## src/rtl/accsm_pkg.sv

```systemverilog
// Package for the accelerometer sensor model: datapath widths, reset values
// of the configuration registers, register indexes and the lane control struct.
// Depends on nothing; every other file of the block imports it.
package accsm_pkg;

  localparam int unsigned DIGITS    = 16;
  localparam int unsigned CNT_W     = 4;
  localparam int unsigned IMU_W     = 41;
  localparam int unsigned W_W       = 42;
  localparam int unsigned V_W       = 60;
  localparam int unsigned FRAC_BITS = 36;
  localparam int unsigned ERR_SHIFT = 18;

  localparam logic [47:0] ROT_X_RST  = 48'd16384;
  localparam logic [47:0] ROT_Y_RST  = 48'd1073741824;
  localparam logic [47:0] ROT_Z_RST  = 48'd70368744177664;
  localparam logic [47:0] SENS_RST   = 48'd274882101312;
  localparam logic [31:0] LIMITS_RST = 32'd2147450880;
  localparam logic [19:0] PERIOD_RST = 20'd1000;

  typedef enum logic [2:0] {
    REG_ROT_X   = 3'd0,
    REG_ROT_Y   = 3'd1,
    REG_ROT_Z   = 3'd2,
    REG_SENS    = 3'd3,
    REG_NEUTRAL = 3'd4,
    REG_BIAS    = 3'd5,
    REG_LIMITS  = 3'd6,
    REG_PERIOD  = 3'd7
  } cfg_reg_e;

  typedef enum logic [4:0] {
    ST_IDLE = 5'b00001,
    ST_ROT  = 5'b00010,
    ST_PREP = 5'b00100,
    ST_SENS = 5'b01000,
    ST_DONE = 5'b10000
  } state_e;

  typedef struct packed {
    logic load;
    logic rot_step;
    logic rot_last;
    logic sens_load;
    logic sens_step;
  } lane_ctrl_t;

endpackage

```

## src/rtl/accsm_lane.sv

```systemverilog
// One axis of the accelerometer model: bit-serial rotation, bit-serial
// sensitivity scaling, rounding and clamping.
// Depends on accsm_pkg; the sequencing comes from the top level.
module accsm_lane import accsm_pkg::*; (
  input  logic              clk_i,
  input  lane_ctrl_t        ctrl_i,
  input  logic [47:0]       row_i,
  input  logic [2:0][23:0]  accel_i,
  input  logic [15:0]       noise_i,
  input  logic [15:0]       bias_i,
  input  logic [15:0]       neutral_i,
  input  logic [15:0]       sens_i,
  input  logic [15:0]       lim_lo_i,
  input  logic [15:0]       lim_hi_i,
  output logic [15:0]       reading_o
);

  localparam logic [V_W-1:0] RND_HALF = V_W'(64'd1 << (FRAC_BITS - 1));

  logic [15:0]              rot_q [3];
  logic signed [IMU_W-1:0]  mc_q [3];
  logic signed [IMU_W-1:0]  part [3];
  logic signed [IMU_W-1:0]  imu_q, imu_d;
  logic signed [16:0]       err_q, err_d;
  logic signed [W_W-1:0]    w_sum;
  logic [15:0]              sens_q;
  logic signed [V_W-1:0]    mc2_q, acc2_q, rnd_sum;
  logic signed [23:0]       rnd_cnt, lo_ext, hi_ext;

  always_comb begin
    for (int j = 0; j < 3; j++) begin
      if (rot_q[j][0]) begin
        part[j] = ctrl_i.rot_last ? -mc_q[j] : mc_q[j];
      end else begin
        part[j] = '0;
      end
    end
    imu_d = imu_q + part[0] + part[1] + part[2];
    err_d = $signed({bias_i[15], bias_i}) + $signed({noise_i[15], noise_i});
    w_sum = $signed({imu_q[IMU_W-1], imu_q})
          + $signed({{(W_W-17-ERR_SHIFT){err_q[16]}}, err_q, {ERR_SHIFT{1'b0}}});
  end

  always_ff @(posedge clk_i) begin
    if (ctrl_i.load) begin
      for (int j = 0; j < 3; j++) begin
        rot_q[j] <= row_i[16*j +: 16];
        mc_q[j]  <= $signed({{(IMU_W-24){accel_i[j][23]}}, accel_i[j]});
      end
      imu_q <= '0;
      err_q <= err_d;
    end else if (ctrl_i.rot_step) begin
      for (int j = 0; j < 3; j++) begin
        rot_q[j] <= rot_q[j] >> 1;
        mc_q[j]  <= mc_q[j] <<< 1;
      end
      imu_q <= imu_d;
    end
    if (ctrl_i.sens_load) begin
      mc2_q  <= $signed({{(V_W-W_W){w_sum[W_W-1]}}, w_sum});
      sens_q <= sens_i;
      acc2_q <= $signed({{(V_W-16-FRAC_BITS){neutral_i[15]}}, neutral_i,
                         {FRAC_BITS{1'b0}}});
    end else if (ctrl_i.sens_step) begin
      if (sens_q[0]) begin
        acc2_q <= acc2_q + mc2_q;
      end
      mc2_q  <= mc2_q <<< 1;
      sens_q <= sens_q >> 1;
    end
  end

  // Halves round away from zero: negative values take one less than a half.
  always_comb begin
    rnd_sum = acc2_q + $signed(RND_HALF) - $signed(V_W'(acc2_q[V_W-1]));
    rnd_cnt = rnd_sum[V_W-1:FRAC_BITS];
    lo_ext  = $signed({{8{lim_lo_i[15]}}, lim_lo_i});
    hi_ext  = $signed({{8{lim_hi_i[15]}}, lim_hi_i});
    priority if (rnd_cnt < lo_ext) begin
      reading_o = lim_lo_i;
    end else if (rnd_cnt > hi_ext) begin
      reading_o = lim_hi_i;
    end else begin
      reading_o = rnd_cnt[15:0];
    end
  end

endmodule

```

## config.mk

```make
export PLATFORM = sky130hd
export DESIGN_NAME = accsm_lane
export DESIGN_NICKNAME = d
export VERILOG_FILES = /design/src/rtl/accsm_pkg.sv /design/src/rtl/accsm_lane.sv
export SDC_FILE = /design/constraint.sdc
export NUM_CORES = 1
export LEC_CHECK = 0
export BUFFER_PORTS_ARGS = -buffer_cell sky130_fd_sc_hd__buf_4
export CORE_MARGIN = 10
export CORE_UTILIZATION = 30
export DETAILED_ROUTE_END_ITERATION = 8
export PLACE_DENSITY_LB_ADDON = 0.15
export SLEW_MARGIN = 10
export SYNTH_ARGS = -nofsm -noshare
export SYNTH_HDL_FRONTEND = slang
export SYNTH_SLANG_ARGS = --single-unit
```

## constraint.sdc

```tcl
create_clock -name clk_i -period 8.7 [get_ports clk_i]
set_input_delay 1.74 -clock clk_i [delete_from_list [all_inputs] [get_ports clk_i]]
set_output_delay 1.74 -clock clk_i [all_outputs]
set_load 0.02 [all_outputs]
```

==> reports/results.tsv <==
stage	metric	value	unit
drt	route.antenna.remaining_nets	0	
synth	post_synth_inst_count	3455	
global_routing	grt_pass1_wl	141000	um
global_routing	overflow	0	
timing	worst_slew_pin_slew	1060	ps
global_routing	initial_antenna_violation_count	1	
clock_network	cts_tree	yes	
setup_path	crit_chain	inv_1 -> ha_1 -> nand3b_1 -> o21ai_0 -> a211oi_2 -> o311ai_0 -> a31oi_2 -> o311ai_0 -> a311oi_1 -> xnor2_1 -> ha_1 -> a21o_1 -> a21o_1 -> a21o_1 -> a21oi_1 -> o22a_1 -> and4_1 -> nor3_2 -> buf_4 -> or2_2 -> o211ai_1 -> buf_4	
clock_network	worst_setup_hold_path_clk_slew	60	ps
timing	layout_worst_path_cycle_share	94.1	%
clock_network	tritoncts_num_sinks	365	
setup_path	critical_path_launch_point	acc2_q[3]	
timing	fin_skew	17.9	ps
place	hpwlAfterDp	69600	um
die	io_pins	238	
timing	final_period_minus_worst_setup_slack	8190	ps
timing	slew-limit-headroom	27.2	%
setup_path	timing.critical_path.required	6960	ps
die	die_h	339	um
drt	via_count	24600	
timing	unrepaired_setup_endpoints_after_global_routing	false	
clock_network	cts_root_buffer	clkbuf_16	
min_path	timing.hold.worst.start	rot_q[0][31]	
setup_path	timing.critical_path.fanout_max	18	
die	row_count	117	
clock_network	number_of_buffers_inserted_during_clock_tree_synthesis	47	
clock_network	clockBufferDepth	3	
clock_network	h-tree-depth	2	
synth	asyncSetResetFlopFracSynth	0	%
synth	syn_area	30600	um2
synth	share_of_synthesized_area_spent_on_multiplexers	2.82	%
drt	remaining_drc_errors	0	
flow_run	maxCapViolCount	0	
power_and_ir_drop	vdd_drop_max	0.000148	V
layout	postLayoutCoreUtil	34.8	%
setup_path	cp_data_arrival_time	6450	ps
power_and_ir_drop	lkg_pwr	15.7	nW
synth	synth_top_flop_cell	edfxtp_1	
outcome	run_status	finished, final reports clean	
synth	synth_fp_nets	4006	
layout	layout.filler_cells	10800	
setup_path	worstSetupPathType	register to primary output	
global_routing	grt_pass1_vias	24800	
synth	yosys_warnings	0	
synth	yosys.area_share.xor_xnor	6.74	%
layout	nNetsFinal	4190	
setup_path	timing.critical_path.slowest_cell_delay	820	ps
global_routing	grt_max_degree	120	
clock_network	clock_insertion_delay_worst_skew	590	ps
drt	first_iter_violations	1497	
timing	max_freq	122	MHz
layout	drive_above_1_share	11.4	%
die	die_area	115000	um2
global_routing	grt_use_total	15.0	%
setup_path	worst_setup_path_start_kind	register	
die	floorplan.initialDensity	30.1	%
die	core_area	102000	um2
timing	report.final.hold_viol_count	0	
timing	setup_viol	0	
synth	synth_top_family_by_area	compound AO/OA/AOI/OAI gates	
synth	synth_simple_gate_area_share	16.7	%
place	io_buffer_count	237	
power_and_ir_drop	power.density_cell_area	288	nW/um2
synth	compound_gate_fraction_of_synth_area	18.8	%
timing	fin_tns_setup	0	ps
synth	sequential_cell_area_fraction_in_the_yosys_report	33.3	%
drt	postRouteWirelength	88400	um
synth	synth.lib_cells_used.distinct	79	
min_path	hp-class	register to register	
synth	post_synth.cell_area_avg	8.86	um2
timing	total_count_of_max_transition_violations_in_the_final_report	0	
synth	synth.ff_latch_count	365	
place	globalplace.congestion	0.841	
layout	area_growth_syn_to_layout	15.6	%
layout	mostFrequentLayoutCell	nand2_1	
setup_path	rr_startpoint	mc_q[0][45]	
setup_path	timing.critical_path.to_type	primary output	
drt	wl_per_cell	17.5	um
synth	synth-edff-count	288	
drt	vias_per_inst	4.88	
die	fp.dieW	339	um
setup_path	path_common_cell	a21o_1	
setup_path	critPathSlowestCell	o311ai_0	
layout	mostFrequentLayoutCells	nand2_1, inv_1, edfxtp_1	
synth	post_synth_fa_ha_maj_area_fraction	15.5	%
drt	detailedRoute.firstPassIterationCount	5	
[worst paths after layout]
path	cells after the start	to	slack, ps
worst min-delay path	2	rot_q[0][30]	510
worst min register to register	2	rot_q[0][30]	510
worst max register to register	24	imu_q[36]	1960
worst max-delay path	22	reading_o[6]	510
[kinds of logic after synthesis]
| logic type | count (synthesis) |
|---|---|
| AOI/OAI and AO/OA | 878 |
| xor gates and xnor gates | 234 |
| adders and majority gates | 329 |
| buffers and inverters | 501 |
| DFF | 365 |
| muxes | 80 |
| and+or+nand+nor | 1068 |
[layout make-up]
class	count	area, um2	area share, %
Antenna cell	1	2.50	0.00708
Clock buffer	62	1270	3.60
Clock inverter	24	251	0.711
Multi-Input combinational cell	2589	18600	52.5
Inverter	379	1430	4.04
Tap cell	1368	1710	4.84
Sequential cell	365	10200	28.8
Timing Repair Buffer	257	1930	5.45
[per-stage QoR]
stage	hold WS [ps]	cell area (um2)	power [mW]	setup slack [ps]	cells
floorplan	455	30600	6.73	980	3455
global placement	487	33800	8.26	787	4958
detailed placement	493	33800	8.24	703	4958
CTS	507	35300	10.3	25.9	5044
global route	532	35400	11.1	44.3	5044
finish	507	35400	10.2	512	5045
[sequential cells by signal, indices dropped and copies added, names as in the netlist]
signal  count
acc2_q     60
err_q      17
imu_q      41
mc2_q      60
mc_q      123
rot_q      48
sens_q     16
[routing by layer]
layer	part of all wire, %	wire, um	track usage (%)
met5	0	0	0
met4	2.4	2120	3.88
met3	3.8	3330	2.06
met2	43	37800	23.2
met1	51	45200	21.7
[critical path: cells and delay by family, from the launching register on]
kind / cells / cell delay (ps)
adders and majority gates: 2 / 620
DFF: 1 / 360
AOI/OAI and AO/OA: 12 / 3220
xor gates and xnor gates: 1 / 390
buffers and inverters: 3 / 480
and+or+nand+nor: 4 / 770
[repair_timing]
action                     in CTS  in global routing
resized for setup               0                  5
setup endpoints to repair       0                 16
hold buffers                    0                  0
setup buffers                   0                  0
[where the power goes]
group	switching (mW)	total, mW	internal [mW]	leakage (nW)
Clock	0.791	1.97	1.18	0.747
Combinational	3.23	5.60	2.37	11.3
Sequential	0.317	2.64	2.32	3.61
[Yosys cell counts, types with 8 or more instances]
cell,number,share of area [%]
nand2_1,503,6.2
inv_1,378,4.6
edfxtp_1,288,28
ha_1,246,10
o21ai_0,196,3.2
a21oi_1,179,2.9
xnor2_1,176,5.0
a21o_1,146,3.6
nor2_1,125,1.5
clkbuf_1,116,1.4
and2_1,111,2.3
fa_1,83,5.4
dfxtp_1,77,5.0
xor2_1,57,1.6
mux2_2,49,1.8
nand3_1,47,0.77
o31ai_1,47,1.2
o22ai_1,43,0.88
nor3_1,42,0.69
nor2b_1,39,0.80
mux2i_1,31,1.0
nand4_1,31,0.63
o21a_1,31,0.76
and3_1,30,0.61
or3_1,30,0.61
a31oi_1,29,0.59
o41ai_1,27,0.77
o21bai_1,26,0.64
nand2b_1,25,0.51
a211oi_1,23,0.56
o211ai_1,19,0.47
or2_2,19,0.39
or4_1,17,0.42
a21boi_0,15,0.37
nor4_1,13,0.27
o2111ai_1,9,0.26
a211o_1,8,0.23
nand3b_1,8,0.20
o311ai_0,8,0.23
(Power assumes the default switching activity.)
